===== src/rtl/pfa_pkg.sv =====
// Shared types, codes and constants of the page frame allocator.
`default_nettype none
package pfa_pkg;

  // Default geometry of the store.
  localparam int DEF_MAX_PAGES     = 512;
  localparam int DEF_MAP_WORD_BITS = 32;
  localparam int DEF_REF_BITS      = 8;
  localparam int DEF_QUEUE_DEPTH   = 2;

  // Fixed field widths of the ports.
  localparam int REQ_W      = 2;
  localparam int PAGE_NUM_W = 9;
  localparam int STATUS_W   = 2;
  localparam int REF_OUT_W  = 8;
  localparam int FREE_OUT_W = 10;
  localparam int CFG_W      = 10;
  localparam int CFG_IDX_W  = 1;

  // Widths inside a command; all are bounded by the 10-bit configuration fields.
  localparam int WORD_IDX_W = 6;
  localparam int BIT_OFS_W  = 6;
  localparam int WORDS_W    = 7;

  // Request codes.
  localparam logic [REQ_W-1:0] REQ_INIT  = 2'd0;
  localparam logic [REQ_W-1:0] REQ_ALLOC = 2'd1;
  localparam logic [REQ_W-1:0] REQ_INC   = 2'd2;
  localparam logic [REQ_W-1:0] REQ_DEC   = 2'd3;

  // Status codes.
  localparam logic [STATUS_W-1:0] STATUS_OK    = 2'd0;
  localparam logic [STATUS_W-1:0] STATUS_OOM   = 2'd1;
  localparam logic [STATUS_W-1:0] STATUS_RANGE = 2'd2;

  // Configuration register indexes and reset values.
  localparam logic [CFG_IDX_W-1:0] CFG_RESERVED_PAGES = 1'b0;
  localparam logic [CFG_IDX_W-1:0] CFG_TOTAL_PAGES    = 1'b1;
  localparam logic [CFG_W-1:0]     CFG_RESERVED_RESET = 10'd0;
  localparam logic [CFG_W-1:0]     CFG_TOTAL_RESET    = 10'd512;

  typedef struct packed {
    logic [REQ_W-1:0]      req_type;
    logic [PAGE_NUM_W-1:0] page_number;
  } req_t;

  typedef struct packed {
    logic [STATUS_W-1:0]   status;
    logic [PAGE_NUM_W-1:0] alloc_page;
    logic [REF_OUT_W-1:0]  ref_count;
    logic [FREE_OUT_W-1:0] free_pages;
  } rsp_t;

  typedef enum logic [2:0] {
    CMD_INIT,
    CMD_ALLOC,
    CMD_INC,
    CMD_DEC,
    CMD_RANGE
  } cmd_op_e;

  // A classified request as the back end consumes it.
  typedef struct packed {
    cmd_op_e               op;
    logic [PAGE_NUM_W-1:0] page;
    logic [WORD_IDX_W-1:0] word_idx;
    logic [BIT_OFS_W-1:0]  bit_ofs;
    logic [WORDS_W-1:0]    words;
    logic [CFG_W-1:0]      res;
    logic [CFG_W-1:0]      init_free;
  } cmd_t;

  typedef enum logic [2:0] {
    ST_SWEEP,
    ST_IDLE,
    ST_SCAN,
    ST_ALLOC_REF,
    ST_RMW
  } back_state_e;

endpackage
`default_nettype wire


===== src/rtl/pfa_front.sv =====
// Front end: configuration registers and classification of requests into commands.
`default_nettype none
module pfa_front #(
  parameter int MAX_PAGES     = pfa_pkg::DEF_MAX_PAGES,
  parameter int MAP_WORD_BITS = pfa_pkg::DEF_MAP_WORD_BITS
) (
  input  wire logic                           clk_i,
  input  wire logic                           rst_ni,
  input  wire logic                           cfg_we_i,
  input  wire logic [pfa_pkg::CFG_IDX_W-1:0]  cfg_idx_i,
  input  wire logic [pfa_pkg::CFG_W-1:0]      cfg_data_i,
  input  wire pfa_pkg::req_t                  req_i,
  output pfa_pkg::cmd_t                       cmd_o
);

  // Division by the word size as a multiply by its reciprocal, exact for
  // dividends of CFG_W bits.
  localparam int DIV_SHIFT = pfa_pkg::CFG_W + $clog2(MAP_WORD_BITS);
  localparam int DIV_MUL   = ((1 << DIV_SHIFT) + MAP_WORD_BITS - 1) / MAP_WORD_BITS;

  logic [pfa_pkg::CFG_W-1:0] reserved_q;
  logic [pfa_pkg::CFG_W-1:0] total_q;
  logic [pfa_pkg::CFG_W-1:0] limit;
  logic [pfa_pkg::CFG_W-1:0] res_clamp;
  logic [31:0]               words_prod;
  logic [31:0]               page_prod;
  logic [31:0]               page_quot;
  logic [31:0]               page_rem;
  logic                      in_range;

  always_ff @(posedge clk_i or negedge rst_ni) begin
    if (!rst_ni) begin
      reserved_q <= pfa_pkg::CFG_RESERVED_RESET;
      total_q    <= pfa_pkg::CFG_TOTAL_RESET;
    end else if (cfg_we_i) begin
      case (cfg_idx_i)
        pfa_pkg::CFG_RESERVED_PAGES: reserved_q <= cfg_data_i;
        pfa_pkg::CFG_TOTAL_PAGES:    total_q    <= cfg_data_i;
        default: ;
      endcase
    end
  end

  always_comb begin
    limit     = (32'(total_q) > 32'(MAX_PAGES)) ? pfa_pkg::CFG_W'(MAX_PAGES) : total_q;
    res_clamp = (32'(reserved_q) > 32'(MAX_PAGES)) ? pfa_pkg::CFG_W'(MAX_PAGES)
                                                  : reserved_q;
    words_prod = 32'(limit) * 32'(DIV_MUL);
    page_prod  = 32'(req_i.page_number) * 32'(DIV_MUL);
    page_quot  = page_prod >> DIV_SHIFT;
    page_rem   = 32'(req_i.page_number) - page_quot * 32'(MAP_WORD_BITS);
    in_range   = (32'(req_i.page_number) < 32'(limit));

    cmd_o.page      = req_i.page_number;
    cmd_o.word_idx  = pfa_pkg::WORD_IDX_W'(page_quot);
    cmd_o.bit_ofs   = pfa_pkg::BIT_OFS_W'(page_rem);
    cmd_o.words     = pfa_pkg::WORDS_W'(words_prod >> DIV_SHIFT);
    cmd_o.res       = res_clamp;
    cmd_o.init_free = (limit > reserved_q) ? (limit - reserved_q) : '0;

    case (req_i.req_type)
      pfa_pkg::REQ_INIT:  cmd_o.op = pfa_pkg::CMD_INIT;
      pfa_pkg::REQ_ALLOC: cmd_o.op = pfa_pkg::CMD_ALLOC;
      pfa_pkg::REQ_INC:   cmd_o.op = in_range ? pfa_pkg::CMD_INC : pfa_pkg::CMD_RANGE;
      pfa_pkg::REQ_DEC:   cmd_o.op = in_range ? pfa_pkg::CMD_DEC : pfa_pkg::CMD_RANGE;
      default:            cmd_o.op = pfa_pkg::CMD_RANGE;
    endcase
  end

endmodule
`default_nettype wire


===== config.mk =====
export PLATFORM = sky130hd
export DESIGN_NAME = pfa_front
export DESIGN_NICKNAME = d
export VERILOG_FILES = /design/src/rtl/pfa_pkg.sv /design/src/rtl/pfa_front.sv
export SDC_FILE = /design/constraint.sdc
export NUM_CORES = 1
export LEC_CHECK = 0
export BUFFER_PORTS_ARGS = -buffer_cell sky130_fd_sc_hd__buf_2
export CORE_MARGIN = 5
export CORE_UTILIZATION = 52
export CTS_CLUSTER_SIZE = 8
export DETAILED_ROUTE_END_ITERATION = 7
export PLACE_DENSITY = 0.94
export SLEW_MARGIN = 10
export SYNTH_ARGS = -nofsm -noshare
export SYNTH_HDL_FRONTEND = slang
export SYNTH_SLANG_ARGS = --single-unit

===== constraint.sdc =====
create_clock -name clk_i -period 3.7 [get_ports clk_i]
set_input_delay 0.37 -clock clk_i [delete_from_list [all_inputs] [get_ports clk_i]]
set_output_delay 0.37 -clock clk_i [all_outputs]
set_load 0.005 [all_outputs]

## Word-level counts from Yosys, hierarchy flattened

Index checks and enable logic that the tools add are counted.

- Input port bits: 25
- Flip-flop bits (word level): 20
- Output and inout bits: 51

- Magnitude comparators: 4
- Muxes and demuxes: 6
- Add/sub/neg operators: 2
- Bitwise operators: 1
- Equality and inequality tests: 3
- Reduce and logical (&&, ||, !) cells: 3

Operators with widths:

| kind | number |
|---|---|
| 2-to-1 mux 10 bit | 3 |
| > comparator 10 bit, second input constant | 2 |
| one-hot mux 3 bit (4 select lines) | 1 |
| > comparator 10 bit | 1 |
| < comparator 9 x 10 -> 1 bit | 1 |
| subtractor 10 bit | 1 |
| 2-to-1 mux 3 bit | 2 |
| subtractor 6 bit | 1 |
| equality test 2 bit, second input constant | 2 |
| AND reduction 2 bit | 2 |
| equality test 2 x 1 -> 1 bit, second input constant | 1 |
| logical NOT 2 bit | 1 |
| NOT 1 bit | 1 |

## Depth between registers and ports, before layout

Gate-level depths: netlist of the first run.

- Depth in word-level cells: 5
- Mapped depth: 12
- Mapped depth without buffers: 11

## Worst setup path after synthesis of the first run

OpenSTA, ideal clock, no wires.

- Kind: flip-flop to output port
- Start: register total_q[7] (netlist name)
- End: output cmd_o[4] (netlist name)
- Stages on the path, launching flop included: 13
- Data arrival time: 2.279 ns
- Setup slack: 1.051 ns
- Path buffers: 1
- Cells stage by stage: dfrtp_1 nor4_1 nand2_1 o41ai_2 nand2_1 inv_1 ha_1 nand4_1 nor3_1 a21oi_1 a21bo_1 buf_6 nor3_2

RTL lines:

| what | line | source |
|---|---|---|
| start, declared | pfa_front.sv:22 | `logic [pfa_pkg::CFG_W-1:0] total_q;` |
| start signal, assigned | pfa_front.sv:34 | `total_q <= pfa_pkg::CFG_TOTAL_RESET;` |
| start signal, assigned | pfa_front.sv:38 | `pfa_pkg::CFG_TOTAL_PAGES: total_q <= cfg_data_i;` |
| end, declared | pfa_front.sv:13 | `output pfa_pkg::cmd_t cmd_o` |

==> results of run 1 <==
==> where the power goes <==
| group | leakage, nW | switching [mW] | internal (mW) |
|---|---|---|---|
| Combinational | 0.836 | 0.276 | 0.221 |
| Sequential | 0.239 | 0.0332 | 0.250 |
| Clock | 0.0150 | 0.0595 | 0.0419 |
==> final timing paths <==
check	start	to	cells after the start
worst max-delay path	total_q[7]	cmd_o[48]	11
worst min-delay path	rst_ni	reserved_q[3]	1
worst max register to register	reserved_q[9]	reserved_q[9]	2
worst min register to register	total_q[2]	total_q[2]	1
max in group asynchronous	rst_ni	total_q[9]	1
min in group clk_i	cfg_data_i[2]	reserved_q[2]	3
==> worst reg2reg max path, stage by stage (launching register included) <==
cell	delay [ns]
dfrtp_1	0.55
inv_1	0.12
o21ai_0	0.17
==> layer usage <==
metal | global-route usage, % | vias up | part of all wire (%)
met4 | 11.3 | 0 | 4.4
met2 | 34.2 | 74 | 50
met5 | 0 | - | 0
met1 | 22.9 | 792 | 39
li1 | - | 816 | -
met3 | 3.62 | 21 | 6.6
==> stage by stage <==
stage | hold slack [ns] | util [%]
6_report | 0.00623 | 61.9
5_1_grt | 0.0274 | 61.9
4_1_cts | 0.0129 | 61.6
3_5_place_dp | 0.337 | 60.8
3_3_place_gp | 0.328 | 60.8
2_1_floorplan | 0.0744 | -
==> layout make-up <==
type,instances,area share (%)
clock buffer,4,1.26
inverter,19,3.43
multi-input combinational,154,51.3
sequential,20,24.1
tap,46,2.76
timing repair buffer,71,17.2
==> registers in the layout (all words and copies together) (netlist names) <==
| signal | flops |
|---|---|
| total_q | 10 |
| reserved_q | 10 |
==> placed cells by master (no fill, tap or decap), drive strengths merged, types with 2 or more instances in the layout <==
master   n
nand2   22
nor4     2
nor3    10
buf     71
a21oi   10
mux2    11
o31a     2
nand2b   8
nor2b    5
inv     19
o21a     4
clkbuf   4
ha      18
o21ai   16
a211oi   4
dfrtp   19
nand4    3
xor2     3
a21boi   2
nor2    20
conb     5
==> kinds of logic (layout without fill, tap and decap cells) <==
group           count (synthesis)  after routing
other cells                     1              5
fa+ha+maj                      19             19
compound gates                 43             43
mux                            11             11
flops                          20             20
buf+inv                        49             94
xor+xnor                        3              3
simple gates                   73             73
==> impl_metrics.tcl, run 1 <==
set metrics [dict create \
    cts_tree "done" \
    setup_slack_ns 0.338 \
    pre_cts_ws_ns 0.498 \
    rrSetupSlack_ns 2.80 \
    antenna_found_initial 0 \
    crit_top_cell "nand2_1" \
    grt_max_degree 21 \
    synth_mux_area_share_pct 6.80 \
    fmax_mhz 297 \
    grt.overflow.total 0 \
    finalCriticalPeriod_ns 3.36 \
    power.leakage_nw 1.09 \
    power_density_nw_per_um2 424 \
    synth-adder-area-share_pct 13.5 \
    die_x_um 69.2 \
    cts_resized 0 \
    synth_enable_flop_cells 0 \
    grt_use_total_pct 19.8 \
    hold_viol 0 \
    ir_drop_uv 272 \
    layoutNonFillerInstCount 314 \
    synth-seq-cells 20 \
    max-cap-violations 0 \
    clockBufferDepth 2 \
    gp_congestion 1.00 \
    syn_avg_cell_area_um2 8.31 \
    grt_pass1_vias 1785 \
    hold_class "input pin to asynchronous set/reset pin" \
    place_hpwl_um 4090 \
    required_ns 3.33 \
    slowest_delay_ns 0.42 \
    dr.pass1.iters 4 \
    cts_buffers 3 \
    rsz0062_at_grt "no" \
    cts-root-buf "clkbuf_4" \
    outcome "complete, no violations" \
    path_buf_inv 1 \
    skew_ns 0 \
    setup_viol 0 \
    p_total_mw 0.882 \
    synth_seq_area_share_pct 27.6 \
    synthXorXnorAreaFrac_pct 1.44 \
    cp-end-kind "output port" \
    syn_inst 219 \
    worstPathMaxFanout 3 \
    drc_errors 0 \
    vias 1703 \
    synth-warning-count 0 \
    netlist_area_um2 1820 \
    place_area_um2 2040 \
    start_util_pct 54.1 \
    synth_top_family_by_area "simple AND/OR/NAND/NOR gates" \
    syn_to_final_growth_pct 14.4 \
    diodes 0 \
    yosys.area.top_type "dfrtp_1" \
    slowest_stage "dfrtp_1" \
    synth-compound-area-share_pct 15.5 \
    multi_input_area_um2 1070 \
    dp.cells 310 \
    synth.most_common_cell "buf_4" \
    die_h_um 69.2 \
    htree_levels 1 \
    routedWlPerCell_um 15.1 \
    ioPinCount 76 \
    min_period_over_period_pct 90.9 \
    ant_nets 0 \
    rows 21 \
    cts_sinks 20 \
    final.setup.tns_ns 0 \
    crit_arrival_ns 2.99 \
    ys_top_cells_by_count "buf_4 (23), nand2_1 (22), nor2_1 (20)" \
    critical_path.top_delay_family "compound AO/OA/AOI/OAI gates" \
    cts.clk_slew.worst_paths_ns 0.10 \
    path_cells "nor4_1, nand2_1, o41ai_2, nand2_1, ha_1, nand3_1, nand2_1, a2111oi_0, a211oi_1, a21boi_1, buf_2" \
    finalNetCount 313 \
    cts_setup_buffers 0 \
    fp.coreArea_um2 3360 \
    fill_cells 309 \
    async_flop_share_pct 100 \
    grt_pass1_wl_um 8010 \
    ys_types 36 \
    ctsHoldBuffers 0 \
    layout-drive-gt1-share_pct 35.4 \
    synth-simple-area-share_pct 19.7 \
    synth_top_area_share_pct 26.1 \
    io_buffers 70 \
    die-area_um2 4780 \
    regArea_um2 502 \
    ys_dominant_reg_cell "dfrtp_1" \
    insertion_delay_ns 0.29 \
    cp-start-kind "register" \
    synth.area.top_cells "dfrtp_1 (26%), ha_1 (12%), buf_4 (9.5%), mux2_2 (6.8%), nand2_1 (4.5%)" \
    finalWirelength_um 4740 \
    drt-initial-drc-count 64 \
    vias_per_cell 5.42 \
    criticalPathCategory "register to output port" \
    fin_area_um2 2080 \
    slew_viol_final 0 \
]
No activity file was read; power rests on OpenSTA's default activity.
==> run 2, diff against run 1 <==
==> constraint.sdc (replaced) <==
create_clock -name clk_i -period 3.7 [get_ports clk_i]
set_input_delay 1.11 -clock clk_i [delete_from_list [all_inputs] [get_ports clk_i]]
set_output_delay 1.11 -clock clk_i [all_outputs]
set_load 0.005 [all_outputs]
==> run 2 against run 1 <==
Compared with the run above:
- the run now ends with negative setup slack left
- worst hold slack better by 0.59 ns
- first-iteration DRC count grew to 2.9 times the previous value
- maximum frequency shrank 18%
- clock power increased by 26%
- sequential power about the same
- clock-buffer cell count did not move
- combinational power increased by 28%
- cell count rose by 8.0%
- power rose by 19%
- critical endpoint is now cmd_o[3]
- highest routed layer unchanged
==> impl_metrics.tcl, run 2 (synthesized netlist as in run 1, its figures left out) <==
set metrics [dict create \
    top_regs "reserved_q (10), total_q (10)" \
    final_cell_mix "buf_2 (70), buf_4 (25), nand2_1 (21), nor2_1 (20), dfrtp_1 (19)" \
    finalNetCount 338 \
    clockBufferDepth 2 \
    skew_ns 0 \
    ant_nets 0 \
    syn_to_final_growth_pct 32.5 \
    hold_viol 0 \
    ctsHoldBuffers 0 \
    dr.pass1.iters 4 \
    hold_class "register to register" \
    vias_per_cell 5.43 \
    setup_slack_ns -0.384 \
    layout-drive-gt1-share_pct 46.4 \
    power.leakage_nw 1.23 \
    grt_pass1_wl_um 8140 \
    fin_area_um2 2410 \
    grt_pass1_vias 1788 \
    dp.cells 316 \
    htree_levels 1 \
    cp-end-kind "output port" \
    min_period_over_period_pct 110 \
    fmax_mhz 245 \
    crit_arrival_ns 2.97 \
    power_density_nw_per_um2 435 \
    final.setup.tns_ns -3.94 \
    routedWlPerCell_um 15.7 \
    diodes 0 \
    outcome "complete, but fails checks" \
    fin_hold_ws_ns 0.593 \
    slew_viol_final 0 \
    grt.overflow.total 0 \
    setup_viol 14 \
    violations "negative setup slack" \
    die-area_um2 4780 \
    fill_cells 250 \
    cts.clk_slew.worst_paths_ns 0.11 \
    die_x_um 69.2 \
    rsz0062_at_grt "yes" \
    antenna_found_initial 0 \
    io_buffers 70 \
    grt_max_degree 21 \
    required_ns 2.59 \
    cts_buffers 3 \
    gp_congestion 0.856 \
    insertion_delay_ns 0.30 \
    ir_drop_uv 273 \
    layoutNonFillerInstCount 339 \
    rrSetupSlack_ns 2.64 \
    max-cap-violations 0 \
    worstPathMaxFanout 10 \
    fp.coreArea_um2 3360 \
    finalCriticalPeriod_ns 4.08 \
    drc_errors 0 \
    cp-start-kind "register" \
    drt-initial-drc-count 183 \
    criticalPathCategory "register to output port" \
    start_util_pct 54.1 \
    tightest_slew_ns 0.570 \
    cts_tree "done" \
    cts_sinks 20 \
    rows 21 \
    finalWirelength_um 5330 \
    ioPinCount 76 \
    final_util_pct 71.7 \
    max-slew-margin-rel_pct 61.9 \
    final_common_cell "buf_2" \
    cts-root-buf "clkbuf_4" \
    die_h_um 69.2 \
    vias 1841 \
    place_hpwl_um 3690 \
    place_area_um2 2100 \
    grt_use_total_pct 20.4 \
]
## run 2: cell types whose count changed in the layout (fill, tap and decap cells not counted), moves of 3 or more
cell / before / now
inv_2: 0 / 3
ha_4: 0 / 5
ha_1: 18 / 13
buf_4: 1 / 25
inv_1: 19 / 16
## run 2: final cells by class
cell class | instances | area [um^2] | share of cell area, %
repair buffers | 96 | 558 | 23.1
multi-input cells | 154 | 1190 | 49.2
inverters | 19 | 71.3 | 2.96
well taps | 46 | 57.6 | 2.39
flip-flops and latches | 20 | 502 | 20.8
clock buffers | 4 | 36.3 | 1.50
## run 2: what timing repair did
action                                  in CTS  in global routing
gates resized for setup                     13                  8
pin swaps                                   13                  4
buffers inserted                            18                  2
endpoints found under the setup margin      13                 14
hold endpoints to repair                     0                  0
## run 2: per-stage QoR
step	total power [mW]	setup slack, ns
after global placement	0.777	0.0294
after global routing	1.12	-0.552
final	1.05	-0.384
after CTS	0.995	-0.366
after floorplan	0.623	0.311
after detailed placement	0.799	-0.0230
## run 2: path summary, 6_finish.rpt
path | start | end | cells after the start
max | total_q[9] | cmd_o[3] | 11
min | total_q[5] | total_q[5] | 1
max reg2reg | total_q[9] | total_q[9] | 2
min reg2reg | total_q[5] | total_q[5] | 1
max in group asynchronous | rst_ni | total_q[9] | 1
min in group asynchronous | rst_ni | reserved_q[8] | 1
## run 2: routing by layer
layer	wire (um)	track usage [%]	share of wire, %
met1	2090	23.1	39
met2	2670	35.5	50
met3	398	3.91	7.5
met4	176	11.5	3.3
met5	0	0	0
## run 2: where the power goes
| group | switching (mW) | internal [mW] |
|---|---|---|
| clock network | 0.0668 | 0.0602 |
| registers | 0.0359 | 0.250 |
| logic | 0.328 | 0.309 |
| total | 0.430 | 0.619 |
## run 2: worst max-delay path, cell delays in order (launching register included)
cell and delay, ns:
dfstp_2 0.43, buf_2 0.18, nand2b_1 0.16, ha_1 0.21
fa_1 0.44, nand2b_1 0.24, a211oi_2 0.23, nor3_2 0.09
a21bo_1 0.22, buf_12 0.15, a211oi_2 0.16, buf_2 0.15
