`src/rtl/pfa_pkg.sv`:
```
// Shared types, codes and constants of the page frame allocator.
`default_nettype none
package pfa_pkg;

  // Default geometry of the store.
  localparam int DEF_MAX_PAGES     = 512;
  localparam int DEF_MAP_WORD_BITS = 32;
  localparam int DEF_REF_BITS      = 8;
  localparam int DEF_QUEUE_DEPTH   = 2;

  // Fixed field widths of the ports.
  localparam int REQ_W      = 2;
  localparam int PAGE_NUM_W = 9;
  localparam int STATUS_W   = 2;
  localparam int REF_OUT_W  = 8;
  localparam int FREE_OUT_W = 10;
  localparam int CFG_W      = 10;
  localparam int CFG_IDX_W  = 1;

  // Widths inside a command; all are bounded by the 10-bit configuration fields.
  localparam int WORD_IDX_W = 6;
  localparam int BIT_OFS_W  = 6;
  localparam int WORDS_W    = 7;

  // Request codes.
  localparam logic [REQ_W-1:0] REQ_INIT  = 2'd0;
  localparam logic [REQ_W-1:0] REQ_ALLOC = 2'd1;
  localparam logic [REQ_W-1:0] REQ_INC   = 2'd2;
  localparam logic [REQ_W-1:0] REQ_DEC   = 2'd3;

  // Status codes.
  localparam logic [STATUS_W-1:0] STATUS_OK    = 2'd0;
  localparam logic [STATUS_W-1:0] STATUS_OOM   = 2'd1;
  localparam logic [STATUS_W-1:0] STATUS_RANGE = 2'd2;

  // Configuration register indexes and reset values.
  localparam logic [CFG_IDX_W-1:0] CFG_RESERVED_PAGES = 1'b0;
  localparam logic [CFG_IDX_W-1:0] CFG_TOTAL_PAGES    = 1'b1;
  localparam logic [CFG_W-1:0]     CFG_RESERVED_RESET = 10'd0;
  localparam logic [CFG_W-1:0]     CFG_TOTAL_RESET    = 10'd512;

  typedef struct packed {
    logic [REQ_W-1:0]      req_type;
    logic [PAGE_NUM_W-1:0] page_number;
  } req_t;

  typedef struct packed {
    logic [STATUS_W-1:0]   status;
    logic [PAGE_NUM_W-1:0] alloc_page;
    logic [REF_OUT_W-1:0]  ref_count;
    logic [FREE_OUT_W-1:0] free_pages;
  } rsp_t;

  typedef enum logic [2:0] {
    CMD_INIT,
    CMD_ALLOC,
    CMD_INC,
    CMD_DEC,
    CMD_RANGE
  } cmd_op_e;

  // A classified request as the back end consumes it.
  typedef struct packed {
    cmd_op_e               op;
    logic [PAGE_NUM_W-1:0] page;
    logic [WORD_IDX_W-1:0] word_idx;
    logic [BIT_OFS_W-1:0]  bit_ofs;
    logic [WORDS_W-1:0]    words;
    logic [CFG_W-1:0]      res;
    logic [CFG_W-1:0]      init_free;
  } cmd_t;

  typedef enum logic [2:0] {
    ST_SWEEP,
    ST_IDLE,
    ST_SCAN,
    ST_ALLOC_REF,
    ST_RMW
  } back_state_e;

endpackage
`default_nettype wire

```
`src/rtl/pfa_fifo.sv`:
```
// Small first-in first-out queue of a generic item type.
`default_nettype none
module pfa_fifo #(
  parameter type T     = logic,
  parameter int  DEPTH = pfa_pkg::DEF_QUEUE_DEPTH
) (
  input  wire logic clk_i,
  input  wire logic rst_ni,
  input  wire logic push_i,
  input  wire T     data_i,
  output logic      full_o,
  input  wire logic pop_i,
  output T          data_o,
  output logic      empty_o
);

  localparam int AW = (DEPTH > 1) ? $clog2(DEPTH) : 1;
  localparam int CW = $clog2(DEPTH + 1);

  T                mem_q [DEPTH];
  logic [AW-1:0]   wr_ptr_q, wr_ptr_d;
  logic [AW-1:0]   rd_ptr_q, rd_ptr_d;
  logic [CW-1:0]   count_q, count_d;
  logic            do_push, do_pop;

  assign full_o  = (32'(count_q) == 32'(DEPTH));
  assign empty_o = (count_q == '0);
  assign do_push = push_i && !full_o;
  assign do_pop  = pop_i && !empty_o;
  assign data_o  = mem_q[rd_ptr_q];

  always_comb begin
    wr_ptr_d = wr_ptr_q;
    rd_ptr_d = rd_ptr_q;
    count_d  = count_q;
    if (do_push) begin
      wr_ptr_d = (32'(wr_ptr_q) == 32'(DEPTH - 1)) ? '0 : wr_ptr_q + AW'(1);
    end
    if (do_pop) begin
      rd_ptr_d = (32'(rd_ptr_q) == 32'(DEPTH - 1)) ? '0 : rd_ptr_q + AW'(1);
    end
    if (do_push && !do_pop) begin
      count_d = count_q + CW'(1);
    end else if (do_pop && !do_push) begin
      count_d = count_q - CW'(1);
    end
  end

  always_ff @(posedge clk_i or negedge rst_ni) begin
    if (!rst_ni) begin
      wr_ptr_q <= '0;
      rd_ptr_q <= '0;
      count_q  <= '0;
    end else begin
      wr_ptr_q <= wr_ptr_d;
      rd_ptr_q <= rd_ptr_d;
      count_q  <= count_d;
    end
  end

  always_ff @(posedge clk_i) begin
    if (do_push) begin
      mem_q[wr_ptr_q] <= data_i;
    end
  end

endmodule
`default_nettype wire

```
`config.mk`:
```
export PLATFORM = sky130hd
export DESIGN_NAME = pfa_fifo
export DESIGN_NICKNAME = d
export VERILOG_FILES = /design/src/rtl/pfa_pkg.sv /design/src/rtl/pfa_fifo.sv
export SDC_FILE = /design/constraint.sdc
export NUM_CORES = 1
export LEC_CHECK = 0
export ABC_AREA = 1
export BUFFER_PORTS_ARGS = -buffer_cell sky130_fd_sc_hd__buf_2
export CELL_PAD_IN_SITES_DETAIL_PLACEMENT = 1
export CELL_PAD_IN_SITES_GLOBAL_PLACEMENT = 1
export CORE_AREA = 2 2 39 41
export CTS_CLUSTER_DIAMETER = 60
export DETAILED_ROUTE_END_ITERATION = 10
export DIE_AREA = 0 0 41 43
export PLACE_DENSITY = 0.65
export SETUP_SLACK_MARGIN = 0.4
export SKIP_LAST_GASP = 1
export SLEW_MARGIN = 5
export SYNTH_ARGS = -nofsm -noshare
export SYNTH_HDL_FRONTEND = slang
export SYNTH_SLANG_ARGS = --single-unit
export TNS_END_PERCENT = 100
```
`constraint.sdc`:
```
create_clock -name clk_i -period 1.2 [get_ports clk_i]
set_input_delay 0.12 -clock clk_i [delete_from_list [all_inputs] [get_ports clk_i]]
set_output_delay 0.12 -clock clk_i [all_outputs]
set_load 0.01 [all_outputs]
```
Yosys cells after proc, flatten, opt, wreduce, memory -nomap -nowiden
Memories as Yosys holds them, arrays and structs flattened.
Index checks and enable logic that the tools add are counted.
{"block": "word_totals", "regBits": 4, "ramBits": 2, "input_bits": 5, "output_inout_bits": 3, "elab_cells": 25, "mem_count": 1}
{"name": "mem_q", "depth": 2, "width": 1, "rd": 1, "rd_ports_with_merged_regs": 0, "write_ports": 1, "line": "pfa_fifo.sv:20", "text": "T mem_q [DEPTH];"}
{"block": "op_classes", "add_sub_neg": 4, "eq_ne": 1, "muxes": 6, "n_reduce_logical": 10}
{"operator": "$logic_and 1x1->1", "count": 4}
{"operator": "$logic_not 1->1", "count": 4}
{"operator": "$mux 1", "count": 4}
{"operator": "$mux 2", "count": 2}
{"operator": "$add 1x1->1 const B", "count": 2}
{"operator": "$add 2x1->2 const B", "count": 1}
{"operator": "$eq 2x2->1 const B", "count": 1}
{"operator": "$logic_not 2->1", "count": 1}
{"operator": "$reduce_bool 2->1", "count": 1}
{"operator": "$sub 2x1->2 const B", "count": 1}

Logic depth before layout (Yosys ltp)
Gate-level depths: netlist of the first run.
{"block": "depth", "word_depth": 7, "depth_mapped": 9, "mapped_depth_nobuf": 9}

Worst setup path after synthesis of the first run
No wires, ideal clock.
{"block": "synth_timing", "kind": "register to register", "from": "register count_q[0]", "to": "register count_q[1]", "setup_ns": 0.117, "arrival_time_ns": 1.194, "required_ns": 1.083, "path_slack_ns": -0.111, "stages_incl_launch_ff": 8, "n_path_buf": 0, "synth_period_minus_slack_ns": 1.311, "cell_sequence": "dfrtp_1 > nor2_2 > nor2_2 > ha_1 > inv_1 > nand3_1 > nand2_1 > nand2_1"}
{"block": "synth_between", "elab_chain_len": 6, "elab_cells_between_ends": 15, "classes_between": "add/sub (2); eq/ne (1); mux (2); reduce/logical (10)"}
{"element": "start: declaration", "line": "pfa_fifo.sv:23", "text": "logic [CW-1:0] count_q, count_d;"}
{"element": "start signal: assignment", "line": "pfa_fifo.sv:57", "text": "count_q <= count_d;"}
{"element": "$eq 2x2->1 *", "line": "pfa_fifo.sv:26", "text": "assign full_o = (32'(count_q) == 32'(DEPTH));"}
{"element": "net full_o", "line": "pfa_fifo.sv:11", "text": "output logic full_o,"}
{"element": "$logic_not 1->1 *", "line": "pfa_fifo.sv:28", "text": "assign do_push = push_i && !full_o;"}
{"element": "$logic_and 1x1->1 *", "line": "pfa_fifo.sv:28"}
{"element": "$logic_not 1->1", "line": "pfa_fifo.sv:44", "text": "end else if (do_pop && !do_push) begin"}
{"element": "$logic_and 1x1->1", "line": "pfa_fifo.sv:44"}
{"element": "$reduce_bool 2->1 (no source line)"}
Mark *: on every way through the listed nets, which the timed path passes. The rest lies on a longest branch. The select of a mux whose other input is x is not followed.
A chain may end at the register's enable or synchronous reset.

Worst setup path after layout of the first run
{"block": "layout_timing", "from": "register count_q[1]", "to": "memory mem_q[1] in the netlist's numbering (enable)"}
{"block": "layout_between", "elab_chain_len": 5}
{"element": "$eq 2x2->1", "line": "pfa_fifo.sv:26"}
{"element": "$logic_not 1->1", "line": "pfa_fifo.sv:28"}
{"element": "$logic_and 1x1->1", "line": "pfa_fifo.sv:28"}
{"element": "$mux 1", "line": "pfa_fifo.sv:62", "text": "if (do_push) begin"}
{"element": "$mux 1 (implied by the code)", "line": "pfa_fifo.sv:63", "text": "mem_q[wr_ptr_q] <= data_i;"}
{"element": "end: declaration", "line": "pfa_fifo.sv:20"}
No other way between the ends.

==> impl_metrics.tcl, run 1 <==
set metrics [dict create \
    fin_crit_ns 1.25 \
    placed_area_sq_um 404 \
    yosys.area.top_type "sky130_fd_sc_hd__dfrtp_1" \
    first_global_vias 331 \
    synthDistinctLibCells 12 \
    via_count 312 \
    utilization 0.381 \
    layout-drive-gt1-share 0.552 \
    antenna_left 0 \
    clock_tree_from_tritoncts "built" \
    timing_worst_setup_path_type "register to register" \
    area_growth_pct 72.5 \
    tritoncts.num_buffers 3 \
    min_to "mem_q[1]" \
    r2r_cell_count 6 \
    worst_ep_required_time_ns 1.21 \
    drt_first_iter_violations 3 \
    synth_area_per_cell_sq_um 8.25 \
    synth.top_cells.by_area "sky130_fd_sc_hd__dfrtp_1 33%, sky130_fd_sc_hd__edfxtp_1 20%, sky130_fd_sc_hd__nand2_1 15%" \
    timing.max_cap.violations 0 \
    dp_hpwl_microns 545 \
    global_route_usage_sum 0.108 \
    maximum_number_of_pins_on_one_net_before_global_route_repair 5 \
    timing.rr.end "mem_q[1]" \
    violated_checks "negative setup slack" \
    synth_top_cell_area_share 0.328 \
    row_count 14 \
    r2r_slack_ns -0.05 \
    syn_nets 43 \
    worstSetupStartpointType "register" \
    net-switching-power_uw 542 \
    static-leakage-power_uw 0.000266 \
    hold_viol 0 \
    timing.critical_path.arrival_ns 1.26 \
    clockPowerShare 0.142 \
    clk_transition_reported_paths_ns 0.05 \
    library_cell_used_as_clock_root_buffer "sky130_fd_sc_hd__clkbuf_4" \
    cts.sink_count 6 \
    wire_length_per_cell_after_detailed_routing_microns 11.0 \
    firstDrtPassIters 3 \
    grt_first_pass_wirelength_microns 1260 \
    remaining_drc_errors 0 \
    routed_wirelength_microns 813 \
    power_density_nw_per_um2 2660 \
    synthesis.instances 37 \
    maxSlewViolCount 0 \
    pwr-share-comb 0.577 \
    grt_antenna_before_repair 0 \
    place.gp.congestion 0.734 \
    coreArea_sq_um 1380 \
    holdCritStartpoint "data_i" \
    synth_sequential_area_ratio 0.525 \
    design.die.area_sq_um 1760 \
    fin_setup_tns_ns -0.0887 \
    hold-worst-slack_ns 0.0656 \
    antenna_cells 0 \
    initial_core_util 0.221 \
    num-nets-final 65 \
    final.setup.worst_slack_ns -0.0521 \
    worst_hold_path.num_cells 1 \
    post_synthesis_instance_area_sq_um 305 \
    power.share.sequential 0.281 \
    top_level_ports 8 \
    detail_route.vias_per_cell 4.22 \
    worstReg2RegStart "count_q[1]" \
    htree_levels 1 \
    critPathMaxFanout 3 \
    clock_latency_ns 0.24 \
    worstMarginPinSlew_ns 0.215 \
    setup_repair_after_global_routing_missed_its_margin "yes" \
    cts_buffer_depth 2 \
    timing.critical_path.to_type "register" \
    die_w_microns 41 \
    io_buf_count 7 \
    internal-power_uw 859 \
    worst_clock_skew_ns 0.00410 \
    global_route_total_overflow 0 \
    setup-violations-final 2 \
    power.share.switching 0.387 \
    outcome "finished with violations" \
    die_height_microns 43 \
    worst_ir_drop_vdd_uv 912 \
    period_share 1.04 \
    final_design_area_no_fill_sq_um 527 \
    timing.hold.worst.class "input port to register" \
    number_of_synthesis_warnings 0 \
    worst_slew_margin_rel 0.856 \
    synth.ff_latch_count 6 \
    fmax_mhz 799 \
]
## metrics by stage
step | worst slack, ns | instances | total power, uW
3_3_place_gp | -0.101 | 65 | 904
5_1_grt | -0.111 | 74 | 1530
4_1_cts | -0.0167 | 73 | 1320
6_report | -0.0521 | 74 | 1400
2_1_floorplan | -0.0493 | 37 | 693
3_5_place_dp | -0.132 | 65 | 928
## per-layer routing
metal	wire length [microns]	track usage	vias up
li1	-	-	155
met1	339	0.120	151
met2	447	0.181	6
met3	26	0	0
met4	0	0.0800	0
met5	0	0	-
## cells by family after synthesis
group / share of synthesized area
buffers and inverters: 0.0984
XOR/XNOR: 0.0287
AO/OA/AOI/OAI: 0.0328
adder cells (fa/ha/maj): 0.0410
flip-flops: 0.525
AND/OR/NAND/NOR: 0.275
## synthesized netlist by cell type
cell                       number
sky130_fd_sc_hd__nand2_1       12
sky130_fd_sc_hd__xnor2_1        1
sky130_fd_sc_hd__nand3_1        1
sky130_fd_sc_hd__ha_1           1
sky130_fd_sc_hd__nand3b_1       1
sky130_fd_sc_hd__inv_1          8
sky130_fd_sc_hd__dfrtp_1        4
sky130_fd_sc_hd__nand4_1        1
sky130_fd_sc_hd__edfxtp_1       2
sky130_fd_sc_hd__nor2_1         2
sky130_fd_sc_hd__nor2_2         2
sky130_fd_sc_hd__o21ai_0        2
## layout by cell type (no fill, tap or decap), types with 2 or more instances in the layout
master / instances
sky130_fd_sc_hd__buf_6: 3
sky130_fd_sc_hd__buf_4: 7
sky130_fd_sc_hd__clkbuf_4: 3
sky130_fd_sc_hd__inv_2: 3
sky130_fd_sc_hd__buf_2: 6
sky130_fd_sc_hd__nand2_1: 9
sky130_fd_sc_hd__inv_1: 5
sky130_fd_sc_hd__nor2_4: 2
sky130_fd_sc_hd__nand2_2: 3
sky130_fd_sc_hd__dfrtp_1: 3
sky130_fd_sc_hd__edfxtp_1: 2
## cell type report
type,instances,area (sq um)
repair buffers,17,126
inverters,8,30.0
clock buffers,4,26.3
fillers,176,857
multi-input cells,23,163
flip-flops and latches,6,161
well taps,16,20.0
## critical path: stages (launching register included)
cell and delay [ns]:
sky130_fd_sc_hd__dfrtp_1 0.40, sky130_fd_sc_hd__inv_2 0.07, sky130_fd_sc_hd__buf_4 0.13, sky130_fd_sc_hd__buf_6 0.10, sky130_fd_sc_hd__buf_6 0.11, sky130_fd_sc_hd__o21ai_4 0.15, sky130_fd_sc_hd__nor2_2 0.05
## timing repair
action                                  CTS  global route
pin swaps                                 2             5
gates resized for setup                  10             5
endpoints found under the hold margin     4             0
endpoints found under the setup margin    9             9
setup buffers                             3             1
hold buffers                              1             0
## power groups by stage
stage               Clock (uW)  Combinational (uW)  Sequential (uW)
floorplan                    0                 314              378
global placement             0                 526              378
detailed placement           0                 541              387
CTS                        204                 722              392
global route               222                 902              403
finish                     199                 809              394
## flip-flops by register name (all words and copies together), names as in the netlist
signal / flops
count_q: 2
mem_q: 2
rd_ptr_q: 1
wr_ptr_q: 1
## how the worst max path moves through the flow
| stage | cells past startpoint | slack, ns | end | from |
|---|---|---|---|---|
| after CTS | 6 | -0.02 | count_q[1] | count_q[0] |
| final | 6 | -0.05 | mem_q[1] | count_q[1] |
| after global routing | 6 | -0.11 | count_q[1] | count_q[1] |
| after floorplan | 8 | -0.05 | count_q[1] | count_q[1] |
| after detailed placement | 8 | -0.13 | count_q[1] | count_q[1] |
| after global placement | 8 | -0.10 | count_q[1] | count_q[1] |
Power figures use the tool's default switching activity.
==> inputs of run 2 (changes only) <==
ABC_AREA = 0   (was 1)
PLACE_DENSITY = 0.58   (was 0.65)
==> run 2 against run 1 <==
  * The flow still finishes with violations (negative setup slack)
  * Critical path depth increased by 1
  * Total power down 0.68%
  * First-iteration DRC count shrank 67%
  * Via count down 23%
  * Die area unchanged
==> impl_metrics.tcl, run 2 <==
set metrics [dict create \
    cp_slowest_stage_delay_ns 0.40 \
    synth_area_per_cell_sq_um 12.2 \
    top_level_ports 8 \
    clock_tree_from_tritoncts "built" \
    synth_edf_count 2 \
    worst_ir_drop_vdd_uv 925 \
    violated_checks "negative setup slack" \
    yosys.area.top_type "sky130_fd_sc_hd__dfrtp_1" \
    via_count 240 \
    static-leakage-power_uw 0.000249 \
    crit_chain "nand2b_4 -> nand2_4 -> inv_2 -> ha_4 -> xor2_1 -> nor2_1 -> xor2_1" \
    globalRouteMet1Util 0.0762 \
    power_density_nw_per_um2 2730 \
    dp_hpwl_microns 456 \
    syn_nets 28 \
    first_global_vias 275 \
    groute.layer.met3.usage 0.0628 \
    detail_route.vias_per_cell 3.93 \
    setup-violations-final 4 \
    fmax_mhz 745 \
    layout.cells.most_common_list "9 x sky130_fd_sc_hd__buf_4, 6 x sky130_fd_sc_hd__buf_2, 4 x sky130_fd_sc_hd__dfrtp_1" \
    holdCritStartpoint "data_i" \
    worstReg2RegStart "count_q[0]" \
    grt_use_met2 0.172 \
    layout-drive-gt1-share 0.667 \
    clock_latency_ns 0.24 \
    outcome "finished with violations" \
    synth_sequential_area_ratio 0.598 \
    crit_path_top_delay_cell "sky130_fd_sc_hd__dfrtp_1" \
    firstDrtPassIters 2 \
    critical-path-top-cell-by-count "sky130_fd_sc_hd__xor2_1" \
    die_w_microns 41 \
    timing.critical_path.to_type "register" \
    cp-startpoint "count_q[0]" \
    timing.critical_path.arrival_ns 1.50 \
    async_reset_ff_frac 0.667 \
    number_of_synthesis_warnings 0 \
    synthesis.instances 22 \
    timing_worst_setup_path_type "register to register" \
    design.die.area_sq_um 1760 \
    maximum_number_of_pins_on_one_net_before_global_route_repair 5 \
    final.setup.worst_slack_ns -0.143 \
    synth.ff_latch_count 6 \
    library_cell_used_as_clock_root_buffer "sky130_fd_sc_hd__clkbuf_4" \
    critPathBufInv 1 \
    grt_busiest_layer "met2" \
    routed_wirelength_microns 666 \
    critPathMaxFanout 3 \
    remaining_drc_errors 0 \
    worst_ep_required_time_ns 1.35 \
    num-nets-final 52 \
    place.gp.congestion 0.689 \
    clk_transition_reported_paths_ns 0.05 \
    stdcell_count 61 \
    synth_top_cell_area_share 0.374 \
    global_route_total_overflow 0 \
    tritoncts.num_buffers 3 \
    hold_viol 0 \
    placement.setup.worst_slack_ns -0.153 \
    cts_buffer_depth 2 \
    hold-worst-slack_ns 0.0747 \
    grt_first_pass_wirelength_microns 1060 \
    row_count 14 \
    crit_family "flip-flops" \
    global_route_usage_sum 0.0973 \
    fin_setup_tns_ns -0.352 \
    drt_first_iter_violations 1 \
    coreArea_sq_um 1380 \
    period_share 1.12 \
    fin_crit_ns 1.34 \
    worst_slew_margin_rel 0.850 \
    synth.top_cells.by_area "sky130_fd_sc_hd__dfrtp_1 37%, sky130_fd_sc_hd__edfxtp_1 22%, sky130_fd_sc_hd__xnor2_1 9.8%" \
    grt_antenna_before_repair 0 \
    layout_commonest_cell "sky130_fd_sc_hd__buf_4" \
    worstSetupStartpointType "register" \
    top_regs "count_q x2, mem_q x2" \
    maxSlewViolCount 0 \
    initial_core_util 0.193 \
    antenna_cells 0 \
    timing.hold.worst.class "input port to register" \
    synthDistinctLibCells 12 \
    timing.max_cap.violations 0 \
    post_synthesis_instance_area_sq_um 268 \
    area_growth_pct 90.7 \
    die_height_microns 43 \
    wire_length_per_cell_after_detailed_routing_microns 10.9 \
    worst_clock_skew_ns 0.00834 \
    antenna_left 0 \
    yosys-top-cells-count "4 x sky130_fd_sc_hd__dfrtp_1, 3 x sky130_fd_sc_hd__nor2_1, 3 x sky130_fd_sc_hd__xnor2_1" \
    synth.most_common_cell "sky130_fd_sc_hd__dfrtp_1" \
    dp.cells 50 \
    worstMarginPinSlew_ns 0.226 \
    io_buf_count 7 \
    synthFlopType "sky130_fd_sc_hd__dfrtp_1" \
    cts.sink_count 6 \
    setup_repair_after_global_routing_missed_its_margin "yes" \
    htree_levels 1 \
]
[run 2: cell count changes in the layout (fill, tap and decap cells not counted), moves of 2 or more]
| cell | before | now |
|---|---|---|
| sky130_fd_sc_hd__nand2_1 | 9 | 0 |
| sky130_fd_sc_hd__inv_1 | 5 | 1 |
| sky130_fd_sc_hd__nand2_2 | 3 | 0 |
| sky130_fd_sc_hd__buf_4 | 7 | 9 |
| sky130_fd_sc_hd__inv_2 | 3 | 1 |
| sky130_fd_sc_hd__xor2_1 | 0 | 2 |
[run 2: cells by family (layout without fill, tap and decap cells)]
kind of cell,after synthesis,in the layout,share of synthesized area
adders and majority gates,1,1,0.0467
DFF,6,6,0.598
muxes,1,1,0.0421
AOI/OAI and AO/OA,1,1,0.0187
and+or+nand+nor,6,6,0.103
buffers and inverters,2,25,0.0280
xor gates and xnor gates,5,5,0.164
[run 2: through the flow]
stage / instance area, sq um / util / total power, uW
global placement: 382 / 0.276 / 878
detailed placement: 382 / 0.276 / 920
CTS: 495 / 0.358 / 1360
global route: 510 / 0.369 / 1490
floorplan: 289 / - / 694
finish: 510 / 0.369 / 1390
[run 2: repair_timing]
item / CTS / global route
hold buffers: 1 / 0
setup buffers: 5 / 1
pin swaps: 4 / 0
endpoints found under the hold margin: 4 / 0
endpoints found under the setup margin: 9 / 9
resized for setup: 8 / 1
[run 2: worst paths after layout]
kind	endpoint	slack, ns	depth (start not counted)
setup / recovery	count_q[1]	-0.14	7
setup reg to reg	count_q[1]	-0.14	7
min in group asynchronous	wr_ptr_q	0.21	2
hold / removal	mem_q[1]	0.07	1
hold reg to reg	wr_ptr_q	0.60	1
max in group asynchronous	count_q[1]	0.86	2
[run 2: routing by layer]
metal  vias to the layer above  wire length (microns)
li1                        116                      -
met1                       118                    225
met2                         6                    401
met3                         0                     39
met4                         0                      0
met5                         -                      0
[run 2: layout make-up]
class	count	area [sq um]
clock buffers	4	26.3
fillers	158	873
inverters	2	7.51
multi-input cells	14	155
flip-flops and latches	6	160
well taps	16	20.0
repair buffers	19	141
[run 2: where the power goes]
| group | internal [uW] | switching (uW) | leakage [uW] |
|---|---|---|---|
| clock | 126 | 74.6 | 0.0000150 |
| combinational | 500 | 286 | 0.000169 |
| sequential | 307 | 98.2 | 0.0000652 |
| total | 933 | 459 | 0.000249 |
